### config.mk
export PLATFORM = sky130hd
export DESIGN_NAME = heading_angle_from_points_top
export DESIGN_NICKNAME = d
export VERILOG_FILES = /design/src/hafp_pkg.sv /design/src/hafp_front.sv /design/src/hafp_cordic_stage.sv /design/src/hafp_round.sv /design/src/heading_angle_from_points_top.sv
export SDC_FILE = /design/constraint.sdc
export NUM_CORES = 2
export LEC_CHECK = 0
export BUFFER_PORTS_ARGS = -buffer_cell sky130_fd_sc_hd__clkbuf_2
export CAP_MARGIN = 5
export CORE_ASPECT_RATIO = 1.75
export CORE_MARGIN = 2
export CORE_UTILIZATION = 60
export CTS_CLUSTER_DIAMETER = 100
export DETAILED_ROUTE_END_ITERATION = 10
export GPL_ROUTABILITY_DRIVEN = 0
export PLACE_DENSITY_LB_ADDON = 0.2
export REMOVE_ABC_BUFFERS = 1
export SETUP_SLACK_MARGIN = 0.05
export SLEW_MARGIN = 10
export SYNTH_ARGS = -nofsm -noshare
export SYNTH_HDL_FRONTEND = slang
export SYNTH_SLANG_ARGS = --single-unit
export TNS_END_PERCENT = 20
### constraint.sdc
create_clock -name clk -period 18 [get_ports clk]
set_input_delay 2.7 -clock clk [delete_from_list [all_inputs] [get_ports clk]]
set_output_delay 2.7 -clock clk [all_outputs]
set_load 0.05 [all_outputs]
### src/hafp_pkg.sv
// shared constants, control type and arctangent table for the heading angle pipeline
package hafp_pkg;

	// default configuration
	localparam int CORDIC_STAGES_DEF = 16;
	localparam int COORD_WIDTH_DEF   = 16;

	// fixed-point formats
	localparam int PRESCALE_BITS = 14;
	localparam int XW_GROW       = PRESCALE_BITS + 4;
	localparam int TABLE_SIZE    = 24;
	localparam int ANGLE_FRAC    = 16;
	localparam int ZW            = 27;
	localparam int OUT_W         = 16;
	localparam int OUT_SHIFT     = 9;

	localparam logic signed [ZW-1:0] HALF_TURN_Z = ZW'(180 <<< ANGLE_FRAC);
	localparam logic signed [ZW-1:0] FULL_TURN_Z = ZW'(360 <<< ANGLE_FRAC);
	localparam logic signed [ZW-1:0] ROUND_HALF  = ZW'(1 <<< (OUT_SHIFT - 1));
	localparam logic [OUT_W-1:0]     FULL_TURN_OUT = OUT_W'(46080);

	// per-transaction control that rides along the pipeline
	typedef struct packed {
		logic valid;
		logic zero;
	} hafp_ctl_t;

	// atan(2^-i) in degrees, 16 fraction bits, rounded to nearest
	function automatic logic signed [ZW-1:0] atan_deg(input int idx);
		logic signed [ZW-1:0] v;
		case (idx)
			0:       v = ZW'(2949120);
			1:       v = ZW'(1740967);
			2:       v = ZW'(919879);
			3:       v = ZW'(466945);
			4:       v = ZW'(234379);
			5:       v = ZW'(117304);
			6:       v = ZW'(58666);
			7:       v = ZW'(29335);
			8:       v = ZW'(14668);
			9:       v = ZW'(7334);
			10:      v = ZW'(3667);
			11:      v = ZW'(1833);
			12:      v = ZW'(917);
			13:      v = ZW'(458);
			14:      v = ZW'(229);
			15:      v = ZW'(115);
			16:      v = ZW'(57);
			17:      v = ZW'(29);
			18:      v = ZW'(14);
			19:      v = ZW'(7);
			20:      v = ZW'(4);
			21:      v = ZW'(2);
			22:      v = ZW'(1);
			default: v = '0;
		endcase
		return v;
	endfunction

endpackage

### src/hafp_front.sv
// front end: coordinate differences, then half-plane fold and prescale
module hafp_front #(
	parameter int COORD_WIDTH = hafp_pkg::COORD_WIDTH_DEF
) (
	input  logic                                                  clk,
	input  logic                                                  arst_n,
	input  logic                                                  up_valid,
	output logic                                                  up_stall,
	input  logic signed [COORD_WIDTH-1:0]                         origin_x,
	input  logic signed [COORD_WIDTH-1:0]                         origin_y,
	input  logic signed [COORD_WIDTH-1:0]                         target_x,
	input  logic signed [COORD_WIDTH-1:0]                         target_y,
	input  logic                                                  dn_en,
	output hafp_pkg::hafp_ctl_t                                   ctl_s2,
	output logic signed [COORD_WIDTH+hafp_pkg::XW_GROW-1:0]       x_s2,
	output logic signed [COORD_WIDTH+hafp_pkg::XW_GROW-1:0]       y_s2,
	output logic signed [hafp_pkg::ZW-1:0]                        z_s2
);
	import hafp_pkg::*;

	localparam int DW = COORD_WIDTH + 1;
	localparam int XW = COORD_WIDTH + XW_GROW;

	logic                 valid_s1;
	logic signed [DW-1:0] dx_s1;
	logic signed [DW-1:0] dy_s1;
	logic                 en_s1;
	logic                 en_s2;
	logic signed [XW-1:0] dx_ext;
	logic signed [XW-1:0] dy_ext;
	logic                 neg;

	// a stage loads when it is empty or its contents move on
	assign en_s2    = !ctl_s2.valid || dn_en;
	assign en_s1    = !valid_s1 || en_s2;
	assign up_stall = !en_s1;

	// stage 1: exact differences
	always_ff @(posedge clk or negedge arst_n) begin
		if (!arst_n) begin
			valid_s1 <= 1'b0;
		end else if (en_s1) begin
			valid_s1 <= up_valid;
		end
	end

	always_ff @(posedge clk) begin
		if (en_s1) begin
			dx_s1 <= DW'(target_x) - DW'(origin_x);
			dy_s1 <= DW'(target_y) - DW'(origin_y);
		end
	end

	// fold the left half-plane by 180 degrees
	always_comb begin
		neg    = dx_s1[DW-1];
		dx_ext = XW'(dx_s1);
		dy_ext = XW'(dy_s1);
		if (neg) begin
			dx_ext = -dx_ext;
			dy_ext = -dy_ext;
		end
	end

	// stage 2: prescaled vector and starting angle
	always_ff @(posedge clk or negedge arst_n) begin
		if (!arst_n) begin
			ctl_s2 <= '0;
		end else if (en_s2) begin
			ctl_s2.valid <= valid_s1;
			ctl_s2.zero  <= (dx_s1 == '0) && (dy_s1 == '0);
		end
	end

	always_ff @(posedge clk) begin
		if (en_s2) begin
			x_s2 <= dx_ext <<< PRESCALE_BITS;
			y_s2 <= dy_ext <<< PRESCALE_BITS;
			z_s2 <= neg ? HALF_TURN_Z : '0;
		end
	end

endmodule

### src/hafp_cordic_stage.sv
// one vectoring micro-rotation with its pipeline register
module hafp_cordic_stage #(
	parameter int STAGE = 0,
	parameter int XW    = hafp_pkg::COORD_WIDTH_DEF + hafp_pkg::XW_GROW
) (
	input  logic                           clk,
	input  logic                           arst_n,
	input  hafp_pkg::hafp_ctl_t            up_ctl,
	input  logic signed [XW-1:0]           up_x,
	input  logic signed [XW-1:0]           up_y,
	input  logic signed [hafp_pkg::ZW-1:0] up_z,
	output logic                           up_en,
	input  logic                           dn_en,
	output hafp_pkg::hafp_ctl_t            ctl_s1,
	output logic signed [XW-1:0]           x_s1,
	output logic signed [XW-1:0]           y_s1,
	output logic signed [hafp_pkg::ZW-1:0] z_s1
);
	import hafp_pkg::*;

	localparam logic signed [ZW-1:0] ANG = atan_deg(STAGE);

	logic signed [XW-1:0] xs;
	logic signed [XW-1:0] ys;
	logic signed [XW-1:0] x_nx;
	logic signed [XW-1:0] y_nx;
	logic signed [ZW-1:0] z_nx;

	assign up_en = !ctl_s1.valid || dn_en;

	// rotate toward the x axis; angle goes up while y is positive
	always_comb begin
		xs = up_x >>> STAGE;
		ys = up_y >>> STAGE;
		if (up_y > 0) begin
			x_nx = up_x + ys;
			y_nx = up_y - xs;
			z_nx = up_z + ANG;
		end else begin
			x_nx = up_x - ys;
			y_nx = up_y + xs;
			z_nx = up_z - ANG;
		end
	end

	always_ff @(posedge clk or negedge arst_n) begin
		if (!arst_n) begin
			ctl_s1 <= '0;
		end else if (up_en) begin
			ctl_s1 <= up_ctl;
		end
	end

	always_ff @(posedge clk) begin
		if (up_en) begin
			x_s1 <= x_nx;
			y_s1 <= y_nx;
			z_s1 <= z_nx;
		end
	end

endmodule

### src/hafp_round.sv
// back end: wrap into one turn, round to 7 fraction bits, output register
module hafp_round (
	input  logic                           clk,
	input  logic                           arst_n,
	input  hafp_pkg::hafp_ctl_t            up_ctl,
	input  logic signed [hafp_pkg::ZW-1:0] up_z,
	output logic                           up_en,
	output logic                           hdg_valid,
	input  logic                           hdg_stall,
	output logic [hafp_pkg::OUT_W-1:0]     heading_deg
);
	import hafp_pkg::*;

	hafp_ctl_t            ctl_s1;
	logic [OUT_W-1:0]     r_s1;
	logic                 en_s1;
	logic                 en_s2;
	logic signed [ZW-1:0] zsum;

	assign en_s2 = !hdg_valid || !hdg_stall;
	assign en_s1 = !ctl_s1.valid || en_s2;
	assign up_en = en_s1;

	// negative angles get a full turn; rounding offset in the same add
	always_comb begin
		zsum = up_z + ((up_z < 0) ? (FULL_TURN_Z + ROUND_HALF) : ROUND_HALF);
	end

	always_ff @(posedge clk or negedge arst_n) begin
		if (!arst_n) begin
			ctl_s1 <= '0;
		end else if (en_s1) begin
			ctl_s1 <= up_ctl;
		end
	end

	always_ff @(posedge clk) begin
		if (en_s1) begin
			r_s1 <= zsum[OUT_SHIFT +: OUT_W];
		end
	end

	// output register: a full turn wraps to zero, equal points give zero
	always_ff @(posedge clk or negedge arst_n) begin
		if (!arst_n) begin
			hdg_valid <= 1'b0;
		end else if (en_s2) begin
			hdg_valid <= ctl_s1.valid;
		end
	end

	always_ff @(posedge clk) begin
		if (en_s2) begin
			if (ctl_s1.zero) begin
				heading_deg <= '0;
			end else if (r_s1 >= FULL_TURN_OUT) begin
				heading_deg <= r_s1 - FULL_TURN_OUT;
			end else begin
				heading_deg <= r_s1;
			end
		end
	end

endmodule

### src/heading_angle_from_points_top.sv
// top level: pipelined vectoring cordic heading angle between two points
//
//   channel   | handshake            | payload
//   ----------+----------------------+---------------------------------------------
//   points    | pt_valid / pt_stall  | origin_x, origin_y, target_x, target_y
//   heading   | hdg_valid / hdg_stall| heading_deg (degrees, 7 fraction bits)
//
// one transaction per cycle unless a result held under hdg_stall backs up the pipe; two front-end
// stages, one stage per micro-rotation, one wrap/round stage and the output register.
// reset clears only the control bits of the stages.
// a stage holds only when it is full and the stage after it holds, so bubbles are
// squeezed out and the pipe keeps taking transactions while a result waits.
module heading_angle_from_points_top #(
	parameter int CORDIC_STAGES = hafp_pkg::CORDIC_STAGES_DEF,
	parameter int COORD_WIDTH   = hafp_pkg::COORD_WIDTH_DEF
) (
	input  logic                           clk,
	input  logic                           arst_n,
	input  logic                           pt_valid,
	output logic                           pt_stall,
	input  logic signed [COORD_WIDTH-1:0]  origin_x,
	input  logic signed [COORD_WIDTH-1:0]  origin_y,
	input  logic signed [COORD_WIDTH-1:0]  target_x,
	input  logic signed [COORD_WIDTH-1:0]  target_y,
	output logic                           hdg_valid,
	input  logic                           hdg_stall,
	output logic [hafp_pkg::OUT_W-1:0]     heading_deg
);
	import hafp_pkg::*;

	localparam int XW = COORD_WIDTH + XW_GROW;

	hafp_ctl_t            ctl_c [0:CORDIC_STAGES];
	logic signed [XW-1:0] x_c   [0:CORDIC_STAGES];
	logic signed [XW-1:0] y_c   [0:CORDIC_STAGES];
	logic signed [ZW-1:0] z_c   [0:CORDIC_STAGES];
	logic [CORDIC_STAGES:0] en_c;

	// differences and half-plane fold
	hafp_front #(
		.COORD_WIDTH(COORD_WIDTH)
	) u_front (
		.clk      (clk),
		.arst_n   (arst_n),
		.up_valid (pt_valid),
		.up_stall (pt_stall),
		.origin_x (origin_x),
		.origin_y (origin_y),
		.target_x (target_x),
		.target_y (target_y),
		.dn_en    (en_c[0]),
		.ctl_s2   (ctl_c[0]),
		.x_s2     (x_c[0]),
		.y_s2     (y_c[0]),
		.z_s2     (z_c[0])
	);

	// micro-rotation chain
	for (genvar k = 0; k < CORDIC_STAGES; k++) begin : g_stage
		hafp_cordic_stage #(
			.STAGE(k),
			.XW   (XW)
		) u_stage (
			.clk    (clk),
			.arst_n (arst_n),
			.up_ctl (ctl_c[k]),
			.up_x   (x_c[k]),
			.up_y   (y_c[k]),
			.up_z   (z_c[k]),
			.up_en  (en_c[k]),
			.dn_en  (en_c[k+1]),
			.ctl_s1 (ctl_c[k+1]),
			.x_s1   (x_c[k+1]),
			.y_s1   (y_c[k+1]),
			.z_s1   (z_c[k+1])
		);
	end

	// the last residual vector is not needed past the rotations
	logic unused_xy;
	assign unused_xy = ^{x_c[CORDIC_STAGES], y_c[CORDIC_STAGES]};

	// wrap, round and output register
	hafp_round u_round (
		.clk         (clk),
		.arst_n      (arst_n),
		.up_ctl      (ctl_c[CORDIC_STAGES]),
		.up_z        (z_c[CORDIC_STAGES]),
		.up_en       (en_c[CORDIC_STAGES]),
		.hdg_valid   (hdg_valid),
		.hdg_stall   (hdg_stall),
		.heading_deg (heading_deg)
	);

endmodule

# After elaboration in Yosys (flattened, before gate mapping)
# Cells that the tools add are included.
# Widths: inputs -> output; s select.
[op_classes]
n_reduce_logical = 45
muxes = 50
n_lt_le_gt_ge = 18
add_sub_neg = 95
[ops]
columns = ["operator", "count"]
rows = [
  ["$mux 34", 29],
  ["$gt 34x1->1 const B", 16],
  ["$mux 27", 16],
  ["$add 34x21->34", 2],
  ["$add 34x22->34", 2],
  ["$add 34x23->34", 2],
  ["$add 34x24->34", 2],
  ["$add 34x25->34", 2],
  ["$add 34x26->34", 2],
  ["$add 34x27->34", 2],
  ["$add 34x28->34", 2],
  ["$add 34x29->34", 2],
  ["$add 34x30->34", 2],
  ["$add 34x31->34", 2],
  ["$add 34x32->34", 2],
  ["$add 34x33->34", 2],
  ["$sub 34x21->34", 2],
  ["$sub 34x22->34", 2],
  ["$sub 34x23->34", 2],
  ["$sub 34x24->34", 2],
  ["$sub 34x25->34", 2],
  ["$sub 34x26->34", 2],
  ["$sub 34x27->34", 2],
  ["$sub 34x28->34", 2],
  ["55 further kinds", 105],
]
[word_totals]
wordCells = 299
output_inout_bits = 18
in_bits = 68
ff_bits = 1589

# Depth between registers and ports, before layout
[depth]
ltp_word = 22
ltp_mapped = 28
mapped_depth_nobuf = 26

# Hierarchy
# Synthesis repeated with hierarchy kept, for this count alone.
[unflattened]
hier_cells = 15972
hier_area_um2 = 148871.5
[modules_own_cells]
columns = ["mod", "cells_each", "area_each_um2", "n_inst"]
rows = [
  ["hafp_cordic_stage at g_stage[0].u_stage", 1045, 9195.1, 1],
  ["hafp_cordic_stage at g_stage[3].u_stage", 984, 9168.8, 1],
  ["hafp_cordic_stage at g_stage[10].u_stage", 1026, 9162.5, 1],
  ["hafp_cordic_stage at g_stage[2].u_stage", 989, 9115.0, 1],
  ["hafp_cordic_stage at g_stage[1].u_stage", 979, 9072.5, 1],
  ["hafp_cordic_stage at g_stage[7].u_stage", 975, 9002.4, 1],
  ["hafp_cordic_stage at g_stage[11].u_stage", 978, 8936.1, 1],
  ["hafp_cordic_stage at g_stage[5].u_stage", 951, 8841.0, 1],
  ["hafp_cordic_stage at g_stage[12].u_stage", 977, 8834.7, 1],
  ["hafp_cordic_stage at g_stage[15].u_stage", 947, 8831.0, 1],
  ["hafp_cordic_stage at g_stage[6].u_stage", 947, 8818.5, 1],
  ["hafp_cordic_stage at g_stage[8].u_stage", 954, 8804.7, 1],
  ["hafp_cordic_stage at g_stage[4].u_stage", 919, 8797.2, 1],
  ["hafp_cordic_stage at g_stage[9].u_stage", 897, 8563.2, 1],
  ["4 more rows", "--", "--", "--"],
]

# Worst setup path after synthesis
# OpenSTA, ideal clock, no wires.
[synth_path]
path_type = "input -> output"
startpoint = "in hdg_stall"
endpoint = "out pt_stall"
t_arrival_ps = 9289
stages = 11
slack_ps = 6011
t_required_ps = 15300
path_cell_list = "and3_1 -> and3_1 -> and3_1 -> inv_1 -> nor3_1 -> and2_1 -> nand3_1 -> nor2_1 -> and3_1 -> nand2_1 -> inv_1"
[synth_via]
elab_chain_len = 22
[synth_lines]
columns = ["item", "line_no", "rtl"]
rows = [
  ["start: declaration", "heading_angle_from_points_top.sv:26", "input logic hdg_stall,"],
  ["$logic_not 1->1", "hafp_round.sv:20", "assign en_s2 = !hdg_valid || !hdg_stall;"],
  ["$logic_or 1x1->1", "hafp_round.sv:20", ""],
  ["$logic_or 1x1->1", "hafp_round.sv:21", "assign en_s1 = !ctl_s1.valid || en_s2;"],
  ["$logic_or 1x1->1 (4 in series)", "hafp_cordic_stage.sv:29", "assign up_en = !ctl_s1.valid || dn_en;"],
  ["net g_stage[11].u_stage.dn_en", "hafp_cordic_stage.sv:13", "input logic dn_en,"],
  ["$logic_or 1x1->1 (10 in series)", "hafp_cordic_stage.sv:29", ""],
  ["net g_stage[1].u_stage.dn_en", "hafp_cordic_stage.sv:13", ""],
  ["$logic_or 1x1->1 (2 in series)", "hafp_cordic_stage.sv:29", ""],
  ["$logic_or 1x1->1", "hafp_front.sv:34", "assign en_s2 = !ctl_s2.valid || dn_en;"],
  ["$logic_or 1x1->1", "hafp_front.sv:35", "assign en_s1 = !valid_s1 || en_s2;"],
  ["net u_front.en_s1", "hafp_front.sv:27", "logic en_s1;"],
  ["$logic_not 1->1", "hafp_front.sv:36", "assign up_stall = !en_s1;"],
  ["end: declaration", "heading_angle_from_points_top.sv:20", "output logic pt_stall,"],
]
# The timed path passes the listed nets, and every way through them passes these cells.

# Worst setup path in the final report
# Ends and elaborated chain as after synthesis.

==> summary.md <==
| Metric | Value |
|---|---|
| Run status | `finished with violations` |
| Violated checks | `design-rule violations` |
| Count of standard-cell rows | `209` |
| Number of buffers created by CTS | `146` |
| Number of setup violations in the final report | `0` |
| Final number of hold-violating endpoints | `0` |
| Length in cells of the worst reg-to-reg path | `23` |
| Die Y-Extent | `575 um` |
| Via count | `92,253` |
| Initial antenna violation count | `37` |
| Gate count after technology mapping | `11,608` |
| Max clock buf depth | `4` |
| Critical Path, Cell by Cell | `clkbuf_2 > and3_1 > and3_1 > and3_1 > clkinv_2 > nor3_1 > and2_1 > nand3_4 > nor2_1 > and3_1 > nand2_1 > buf_4 > inv_1 > clkbuf_2` |
| Number of global-route vias before repair | `94,328` |
| Worst-path fanout max | `36` |
| Tmin final | `10.17 ns` |
| P&R area growth vs syn | `7.77%` |
| Ports | `86` |
| Number of flops mapped to enable cells by yosys | `1,349` |
| Final slew viol count | `0` |
| Core area | `185,000 um2` |
| Flops & latches, synth | `1,387` |
| Post-CTS clock slew at the launch and capture registers of the worst setup and hold paths | `0.06 ns` |
| Wire length of the first global-routing pass | `520,000 um` |
| Maximum number of pins on one net before global-route repair | `85` |
| Die outline area | `190,000 um2` |
| Buf+Inv Stages, Crit Path | `5` |
| Count of max-cap constraint violations | `0` |
| Fmax | `98.3 MHz` |
| Type of the worst min-delay path | `reg2reg` |
| Final ANT Viol Nets | `0` |
| Transition time at the pin with the least slew margin | `1.33 ns` |
| Worst Path Class, Setup | `in2out` |
| GR Util All Layers | `0.357` |
| Number of remaining DRC errors | `6` |
| Proportion of layout cells with a drive suffix above 1 | `0.0475` |
| DRT Wirelength | `338,000 um` |
| Clock tree root buffer cell | `clkbuf_16` |
| Die W | `330 um` |
| Area of combinational cells with multiple inputs | `67,700 um2` |
| Layout Nets | `13,152` |
| Setup skew after layout | `0.0755 ns` |
| Final HPWL from detailed placement | `260,000 um` |
| Worst EP arrival | `7.47 ns` |
| Mean post-synth cell area | `9.63 um2` |
| Storage cell area | `41,500 um2` |
| Most frequent cell on the critical path | `and3_1` |
| Number of stages on the worst hold path | `0` |
| TritonCTS clock tree | `built` |
| Async set-or-reset flop fraction in the synthesized netlist | `0.0274` |
| Number of vias per cell after detailed routing | `6.42` |
| Top FF cell, synth | `edfxtp_1` |
| Overflow left after global routing | `0` |
| Post_cts resized | `0` |
| Top Family by Delay on Critical Path | `simple AND/OR/NAND/NOR gates` |
| Port buffer count | `85` |
| Pre-antenna DRT Iters | `9` |
| Maximum single-stage delay on the critical path | `1.09 ns` |
| Type of element capturing the critical path | `output pin` |
| Worst-case register-to-register setup slack | `9.98 ns` |
| Starting density of the core | `0.604` |
| Final worst path period share | `0.565` |
| WP data required | `15.30 ns` |
| Drt first-iter violations | `5,853` |
| CTS sink cnt | `1,387` |
| Netlist cell types | `96` |
| Average detailed-routed wire length per instance | `23.5 um` |
| Sequential fraction of the synthesis area | `0.371` |
| Clock Latency Late Sink | `0.87 ns` |
| Worst slew margin relative to its limit | `0.112` |
| Netlist area before placement | `112,000 um2` |
| CP max stage cell | `nor3_1` |
| CTS H-Tree Depth | `4` |
| Crit. path cell count | `14` |
| Post-CTS setup buffer count | `0` |
| Startpoint class of the critical path | `input pin` |
| Final-layout setup total negative slack | `0 ns` |
| YS warnings | `0` |
| RSZ-0062 raised after global routing | `no` |
| Number of hold-repair buffers added at the cts stage | `0` |
| Final-layout fill cell count | `14,450` |
[cell families (layout without fill, tap and decap cells)]
| kind of cell | after synthesis | count (layout) | share of synthesized area |
|---|---|---|---|
| compound gates | 3132 | 3132 | 0.178 |
| other cells | 1 | 58 | 0.0000335 |
| fa+ha+maj | 1304 | 1304 | 0.148 |
| flops | 1387 | 1387 | 0.371 |
| simple gates | 3300 | 3300 | 0.143 |
| buf+inv | 788 | 1065 | 0.0265 |
| mux | 45 | 45 | 0.00433 |
| xor+xnor | 1651 | 1651 | 0.129 |
[final timing paths]
path,startpoint,to
worst max-delay path,hdg_stall,pt_stall
worst min register to register,g_stage[7].u_stage.z_s1[1],g_stage[8].u_stage.z_s1[1]
min in group asynchronous,arst_n,g_stage[14].u_stage.ctl_s1[1]
worst min-delay path,g_stage[7].u_stage.z_s1[1],g_stage[8].u_stage.z_s1[1]
max in group asynchronous,arst_n,g_stage[8].u_stage.ctl_s1[0]
worst max register to register,g_stage[5].u_stage.y_s1[9],g_stage[6].u_stage.x_s1[32]
[synth_stat cells, types with 215 or more instances]
cell type,n,share of area
edfxtp_1,1349,0.36
ha_1,1268,0.14
xnor2_1,1159,0.091
nor2_1,967,0.032
a21oi_1,949,0.042
nand2_1,756,0.025
inv_1,636,0.021
o21ai_0,634,0.028
xor2_1,492,0.039
a21o_1,378,0.025
nor3_1,336,0.015
nand3_1,215,0.0096
[stage by stage]
| stage | std cells | instance area, um2 | util | setup WS, ns | hold slack, ns |
|---|---|---|---|---|---|
| final | 14368 | 121000 | 0.651 | 7.83 | 0.436 |
| after global routing | 14361 | 121000 | 0.651 | 7.53 | 0.463 |
| after CTS | 14305 | 120000 | 0.649 | 7.87 | 0.441 |
| after detailed placement | 14050 | 115000 | 0.624 | 7.90 | 0.425 |
| after global placement | 14049 | 115000 | 0.624 | 7.92 | 0.429 |
| after floorplan | 11470 | 111000 | - | 6.01 | 0.400 |
[sequential cells by signal, indices dropped and copies added, names as in the netlist, 16 cells and up]
name and count:
u_front.dy_s1 17, g_stage.u_stage.ctl_s1 32, u_front.dx_s1 17, g_stage.u_stage.z_s1 375
g_stage.u_stage.y_s1 459, u_front.x_s2 20, u_round.heading_deg 16, u_round.r_s1 16
u_front.y_s2 20, g_stage.u_stage.x_s1 408
[area by class of cell]
type,count,share of cell area
diodes,55,0.00114
clock inverters,82,0.00744
inverters,648,0.0202
multi-input cells,9435,0.562
repair buffers,162,0.00858
flip-flops and latches,1387,0.344
well taps,2426,0.0252
clock buffers,173,0.0316
[worst reg2reg max path, stage by stage (launching register included)]
cell      delay, ns
edfxtp_1       0.48
or4_1          0.56
nor4_1         0.85
nand3_1        0.33
nor2_1         0.41
a31oi_4        0.26
inv_1          0.12
buf_4          0.42
nor2_1         0.12
xnor2_1        0.38
ha_1           0.35
nor2b_1        0.15
o21ai_1        0.16
a21boi_0       0.15
o21a_1         0.21
o21ai_1        0.18
a21oi_1        0.16
o21ai_1        0.43
a31oi_1        0.23
a221oi_1       0.73
a311oi_1       0.28
o31a_1         0.37
o41ai_1        0.33
xnor2_1        0.10
[placed cells by master (no fill, tap or decap), types with 25 or more instances in the layout]
cell and count:
nor3_1 333, or4_1 66, xor2_1 490, xnor2_1 1150, o211ai_1 40, o21ai_0 634
clkbuf_2 85, a21oi_1 947, o21ai_1 48, a21boi_0 69, o21a_1 153, ha_1 1268
nor2_1 961, diode_2 55, a31oi_1 97, a21o_1 378, nor4_1 109, a211oi_1 78
nand2_1 751, or3_1 111, nor2b_1 182, nand3_1 213, nand2b_1 185, o41ai_1 69
o31a_1 33, clkinv_2 25, or2_2 46, nand4_1 45, edfxtp_1 1349, o31ai_1 150
a211o_1 31, and2_1 51, mux2_2 27, inv_1 630, buf_4 69, dfrtp_1 38
clkbuf_16 146, o21bai_1 144, and3_1 125, fa_1 36
[metal layers]
metal	part of all wire	wire length [um]	GRT usage
met5	0.00035	120	0.00102
met4	0.14	47900	0.405
met3	0.065	21900	0.108
met2	0.52	175000	0.651
met1	0.28	93200	0.270
Power is left out: the tool's default activity adds up to more than one toggle a clock period on the data nets, which glitch-free logic cannot reach.
